<file path="src/rtl/core/mbt_pkg.sv">
// Shared types and constants for the Mandelbrot bounded-point test.
// Used by the divider, controller, datapath and top level; no dependencies.
package mbt_pkg;

  // Q8.24 fixed point for coordinates and z
  localparam int FRAC_BITS = 24;
  localparam int SAT_W     = 64;

  // register index field of the config port
  localparam int CFG_IDX_W = 2;
  localparam logic [CFG_IDX_W-1:0] CFG_X_RES    = 2'd0;
  localparam logic [CFG_IDX_W-1:0] CFG_Y_RES    = 2'd1;
  localparam logic [CFG_IDX_W-1:0] CFG_MAX_ITER = 2'd2;

  // reset values of the registers
  localparam int X_RES_RST    = 512;
  localparam int Y_RES_RST    = 512;
  localparam int MAX_ITER_RST = 100;

  // 0.5 in Q8.24, and 0.7 in Q8.24
  localparam logic signed [SAT_W-1:0] HALF_Q  = 64'sd8388608;
  localparam logic signed [SAT_W-1:0] SEVEN_Q = 64'sd11744051;
  // offsets after 3*q: 3*0.5 for y, 3*0.5 + 0.7 for x
  localparam logic signed [SAT_W-1:0] OFS_Y = 64'sd25165824;
  localparam logic signed [SAT_W-1:0] OFS_X = 64'sd36909875;

  // escape threshold 100 in Q16.48
  localparam logic [SAT_W-1:0] ESCAPE_Q48 = 64'd100 << (2 * FRAC_BITS);

  localparam logic signed [SAT_W-1:0] SAT_MAX = 64'sd2147483647;
  localparam logic signed [SAT_W-1:0] SAT_MIN = -64'sd2147483648;

  // controller -> datapath commands
  typedef struct packed {
    logic start;     // latch item, start the dividers, clear z
    logic map1;      // 3*quotient
    logic map2;      // subtract offsets and saturate into c
    logic mul;       // register x*x, y*y, x*y
    logic step;      // commit new z, bump iteration count
    logic finish;    // capture the bounded decision
    logic load_out;  // move decision into the output register
  } cmd_t;

  // datapath -> controller status
  typedef struct packed {
    logic div_done;
    logic escape;
    logic last;
  } status_t;

  // clamp to the signed 32-bit range
  function automatic logic signed [31:0] sat32(input logic signed [SAT_W-1:0] v);
    logic signed [31:0] r;
    if (v > SAT_MAX) begin
      r = 32'sh7FFFFFFF;
    end else if (v < SAT_MIN) begin
      r = 32'sh80000000;
    end else begin
      r = v[31:0];
    end
    return r;
  endfunction

endpackage

</file>
<file path="src/rtl/core/mbt_div.sv">
// Restoring divider, one quotient bit per cycle: (idx << 24) / divisor.
// Depends on mbt_pkg for the fraction width.
module mbt_div import mbt_pkg::*; #(
  parameter int COORD_BITS = 12
) (
  input  logic                        clk,
  input  logic                        rst,
  input  logic                        start,
  input  logic [COORD_BITS-1:0]       idx,
  input  logic [COORD_BITS-1:0]       divisor,
  output logic [COORD_BITS+FRAC_BITS-1:0] quotient,
  output logic                        done
);

  localparam int QW = COORD_BITS + FRAC_BITS;
  localparam int CW = $clog2(QW + 1);

  logic [QW-1:0]         quo;
  logic [COORD_BITS-1:0] rem;
  logic [CW-1:0]         cnt;
  logic                  busy;

  logic [COORD_BITS:0]   trial;
  logic                  fits;

  // shift the next dividend bit into the partial remainder
  assign trial = {rem, quo[QW-1]};
  assign fits  = trial >= {1'b0, divisor};

  always_ff @(posedge clk) begin
    if (rst) begin
      busy <= 1'b0;
      cnt  <= '0;
    end else if (start) begin
      busy <= 1'b1;
      cnt  <= CW'(QW);
    end else if (busy) begin
      cnt <= cnt - 1'b1;
      if (cnt == CW'(1)) begin
        busy <= 1'b0;
      end
    end
  end

  always_ff @(posedge clk) begin
    if (start) begin
      quo <= {idx, {FRAC_BITS{1'b0}}};
      rem <= '0;
    end else if (busy) begin
      if (fits) begin
        rem <= COORD_BITS'(trial - {1'b0, divisor});
      end else begin
        rem <= trial[COORD_BITS-1:0];
      end
      quo <= {quo[QW-2:0], fits};
    end
  end

  assign quotient = quo;
  assign done     = ~busy;

endmodule

</file>
<file path="config.mk">
export PLATFORM = sky130hd
export DESIGN_NAME = mbt_div
export DESIGN_NICKNAME = d
export VERILOG_FILES = /design/src/rtl/core/mbt_pkg.sv /design/src/rtl/core/mbt_div.sv
export SDC_FILE = /design/constraint.sdc
export NUM_CORES = 1
export LEC_CHECK = 0
export CAP_MARGIN = 25
export CORE_MARGIN = 2
export CORE_UTILIZATION = 55
export DETAILED_ROUTE_END_ITERATION = 7
export DONT_BUFFER_PORTS = 1
export PLACE_DENSITY = 0.7
export SLEW_MARGIN = 40
export SYNTH_ARGS = -nofsm -noshare
export SYNTH_HDL_FRONTEND = slang
export SYNTH_SLANG_ARGS = --single-unit
</file>
<file path="constraint.sdc">
create_clock -name clk -period 2.6 [get_ports clk]
set_clock_uncertainty 0.05 [all_clocks]
set_input_delay 0.13 -clock clk [delete_from_list [all_inputs] [get_ports clk]]
set_output_delay 0.13 -clock clk [all_outputs]
set_load 0.005 [all_outputs]
</file>
==> impl_metrics.prom <==
# TYPE chip_impl_metric gauge
chip_impl_metric{name="cp.arrival",unit="ps"} 2450
chip_impl_info{name="timing.setup.critical_path_class",value="reg -> reg"} 1
chip_impl_info{name="rsz_0062_raised_after_global_routing",value="false"} 1
chip_impl_metric{name="floorplan.die_area",unit="µm²"} 5690
chip_impl_info{name="cts_root_buffer",value="clkbuf_8"} 1
chip_impl_metric{name="drt-wirelength-per-cell",unit="µm"} 14.9
chip_impl_metric{name="ys_async_rst_share",unit=""} 0
chip_impl_metric{name="post_layout_total_power",unit="mW"} 1.74
chip_impl_metric{name="drt-vias-per-instance",unit=""} 5.72
chip_impl_metric{name="clkSlewWorstSetupHoldPaths",unit="ps"} 90
chip_impl_metric{name="grt_antenna_before_repair",unit=""} 0
chip_impl_metric{name="clkLatencyLatePin",unit="ps"} 300
chip_impl_metric{name="setup_viol_count_final",unit=""} 0
chip_impl_metric{name="synth.net_count",unit=""} 347
chip_impl_metric{name="drv.max_cap_violation_count",unit=""} 0
chip_impl_metric{name="slew_viol_final",unit=""} 0
chip_impl_metric{name="detailedRoute.firstIterationViolations",unit=""} 127
chip_impl_metric{name="finalNetCount",unit=""} 353
chip_impl_metric{name="r2r_setup_slk",unit="ps"} 310
chip_impl_metric{name="tns",unit="ps"} 0
chip_impl_metric{name="placeableCoreArea",unit="µm²"} 5010
chip_impl_metric{name="ys_seq_elements",unit=""} 55
chip_impl_metric{name="h_tree_level_count",unit=""} 2
chip_impl_metric{name="synth_seq_area_share",unit=""} 0.435
chip_impl_metric{name="static_leakage",unit="nW"} 1.25
chip_impl_metric{name="timing.final.hold_violations",unit=""} 0
chip_impl_metric{name="drcViolationCount",unit=""} 0
chip_impl_info{name="ys.flop_type",value="dfxtp_1"} 1
chip_impl_metric{name="dr.pass1.iters",unit=""} 4
chip_impl_info{name="cp-end-kind",value="flip-flop"} 1
chip_impl_info{name="hold_path.class",value="in -> reg"} 1
chip_impl_metric{name="layout_worst_path_cycle_share",unit=""} 0.881
chip_impl_metric{name="fillers",unit=""} 459
chip_impl_metric{name="area_share_of_the_largest_cell_type_after_synthesis",unit=""} 0.306
chip_impl_metric{name="drtAntennaViolNets",unit=""} 0
chip_impl_metric{name="placement_rows",unit=""} 26
chip_impl_metric{name="maximum_buffer_depth_of_the_clock_tree",unit=""} 2
chip_impl_metric{name="netlist_instances",unit=""} 305
chip_impl_metric{name="critical_path_required",unit="ps"} 2760
chip_impl_metric{name="grt_first_pass_wirelength",unit="µm"} 8610
chip_impl_metric{name="floorplan.die.width",unit="µm"} 75.5
chip_impl_metric{name="final.min_clock_period",unit="ps"} 2290
chip_impl_metric{name="boundaryPins",unit=""} 64
chip_impl_metric{name="finalWirelength",unit="µm"} 5680
chip_impl_metric{name="critPathMaxFanout",unit=""} 8
chip_impl_info{name="tritoncts",value="done"} 1
chip_impl_metric{name="synth-edff-count",unit=""} 12
chip_impl_metric{name="number_of_port_buffers",unit=""} 0
chip_impl_metric{name="finish.utilization",unit=""} 0.613
chip_impl_info{name="synthDominantAreaCellType",value="dfxtp_1"} 1
chip_impl_metric{name="synth_area_per_cell",unit="µm²"} 9.21
chip_impl_metric{name="cell_area_power_density",unit="nW/µm²"} 566
chip_impl_metric{name="cts-buffers-inserted",unit=""} 5
chip_impl_metric{name="netlist-cell-type-count",unit=""} 44
chip_impl_metric{name="area_used_by_multi_input_combinational_logic",unit="µm²"} 1460
chip_impl_metric{name="maximum_clock_rate",unit="MHz"} 437
chip_impl_metric{name="synthesis.area",unit="µm²"} 2810
chip_impl_metric{name="route.vias.total",unit=""} 2184
chip_impl_metric{name="floorplan.initialDensity",unit=""} 0.561
chip_impl_metric{name="diodes",unit=""} 0
chip_impl_metric{name="slew_headroom",unit=""} 0.643
chip_impl_metric{name="chipHeight",unit="µm"} 75.5
chip_impl_metric{name="dp_hpwl",unit="µm"} 3800
chip_impl_metric{name="overall_overflow_remaining_after_global_route",unit=""} 0
chip_impl_metric{name="grt_max_degree",unit=""} 49
chip_impl_metric{name="cts_num_sinks",unit=""} 55
chip_impl_metric{name="worst_slew_pin_slew",unit="ps"} 535
chip_impl_metric{name="worst_vdd_ir",unit="V"} 0.000449
chip_impl_info{name="worstSetupStartpointType",value="flip-flop"} 1
chip_impl_metric{name="ff_latch_area",unit="µm²"} 1220
chip_impl_metric{name="groute.usage.overall",unit=""} 0.199
chip_impl_metric{name="first_global_vias",unit=""} 1938
chip_impl_metric{name="drive_above_1_share",unit=""} 0.0609
chip_impl_metric{name="synthToLayoutAreaGrowth",unit="%"} 9.26
chip_impl_metric{name="place.gp.congestion",unit=""} 0.789
chip_impl_metric{name="yosysWarnings",unit=""} 0
chip_impl_info{name="synth.area.top_cells",value="dfxtp_1 31%, edfxtp_1 13%, mux2i_1 8.6%"} 1
chip_impl_info{name="status",value="finished clean"} 1
## sequential cells by signal, summed over array words and instances, names as in the netlist
register / cells
busy: 1
cnt: 6
quotient: 36
rem: 12
## layout make-up
type | instances | share of cell area
Clock buffer | 7 | 0.0249
Clock inverter | 1 | 0.00163
Inverter | 17 | 0.0208
Multi-Input combinational cell | 217 | 0.475
Sequential cell | 55 | 0.398
Tap cell | 70 | 0.0285
Timing Repair Buffer | 15 | 0.0506
## power by group
group          total [mW]  leakage [nW]  switching [mW]  internal [mW]
combinational       0.335         0.728           0.187          0.148
sequential          0.959         0.476          0.0408          0.918
clock               0.443        0.0422           0.254          0.190
total                1.74          1.25           0.482           1.26
## logic make-up (layout without fill, tap and decap cells)
kind of cell / after synthesis / count (layout) / synth area share
fa+ha+maj: 15 / 15 / 0.0695
compound gates: 68 / 68 / 0.173
flops: 55 / 55 / 0.435
xor+xnor: 11 / 11 / 0.0343
mux: 25 / 25 / 0.0909
buf+inv: 33 / 40 / 0.0468
simple gates: 98 / 98 / 0.151
## layer usage
layer,up-vias,routed length (µm),GRT usage
met5,-,0,0
met4,0,62,0.0585
met3,6,393,0.0569
met2,72,2620,0.311
met1,1024,2610,0.271
li1,1082,-,-
## stage by stage
step	instances	cell area (µm²)	worst slack, ps	hold slack [ps]
after detailed placement	361	2850	279	149
after global placement	361	2850	291	147
after floorplan	305	2810	518	152
final	382	3070	309	7.05
after CTS	380	3050	243	0.749
after global routing	382	3070	94.8	0.467
## critical path, stage by stage, from the launching register on
cell,delay (ps)
dfxtp_1,330
ha_1,390
a21oi_1,250
o21ai_1,180
nor2_1,190
a21o_1,260
buf_4,200
nand2_1,60
a311oi_1,280
## path summary, 6_finish.rpt
kind | startpoint | to | cells past startpoint
setup / recovery | rem[7] | rem[5] | 8
setup reg to reg | rem[7] | rem[5] | 8
hold reg to reg | cnt[1] | cnt[1] | 2
hold / removal | idx[8] | quotient[32] | 1
## cell usage in the layout, fill, tap and decap left out, types with 2 or more instances in the layout
cell type      synthesis  layout
nor2b_1                2       2
clkbuf_8               0       5
a21oi_1               14      14
a31oi_1                3       3
a211oi_1               5       5
xor2_1                 5       5
nor3b_1                3       3
o21a_1                 3       3
nand2_1               21      21
a21o_1                 5       5
a311oi_1               4       4
ha_1                  14      14
nor2_1                54      53
nand3_1                3       3
nor3_1                 7       7
inv_1                 16      16
edfxtp_1              12      12
mux2i_1               24      24
o21ai_0               10      10
dlygate4sd3_1          0      12
a22o_1                11      11
buf_4                  1       2
or3_1                  4       4
clkbuf_1              11       2
dfxtp_1               43      42
xnor2_1                6       6
a211oi_2               2       2
## synth_stat cells (5+ instances only)
master / instances
a211oi_1: 5
a21o_1: 5
a21oi_1: 14
a22o_1: 11
clkbuf_1: 11
dfxtp_1: 43
edfxtp_1: 12
ha_1: 14
inv_1: 16
mux2i_1: 24
nand2_1: 21
nor2_1: 54
nor3_1: 7
o21ai_0: 10
xnor2_1: 6
xor2_1: 5
## timing repair
action                     in CTS  in global routing
setup buffers                   0                  0
gates resized for setup         0                  1
setup endpoints to repair       0                  1
hold endpoints to repair       48                  3
hold buffers                   11                  2
(Power assumes the default switching activity.)
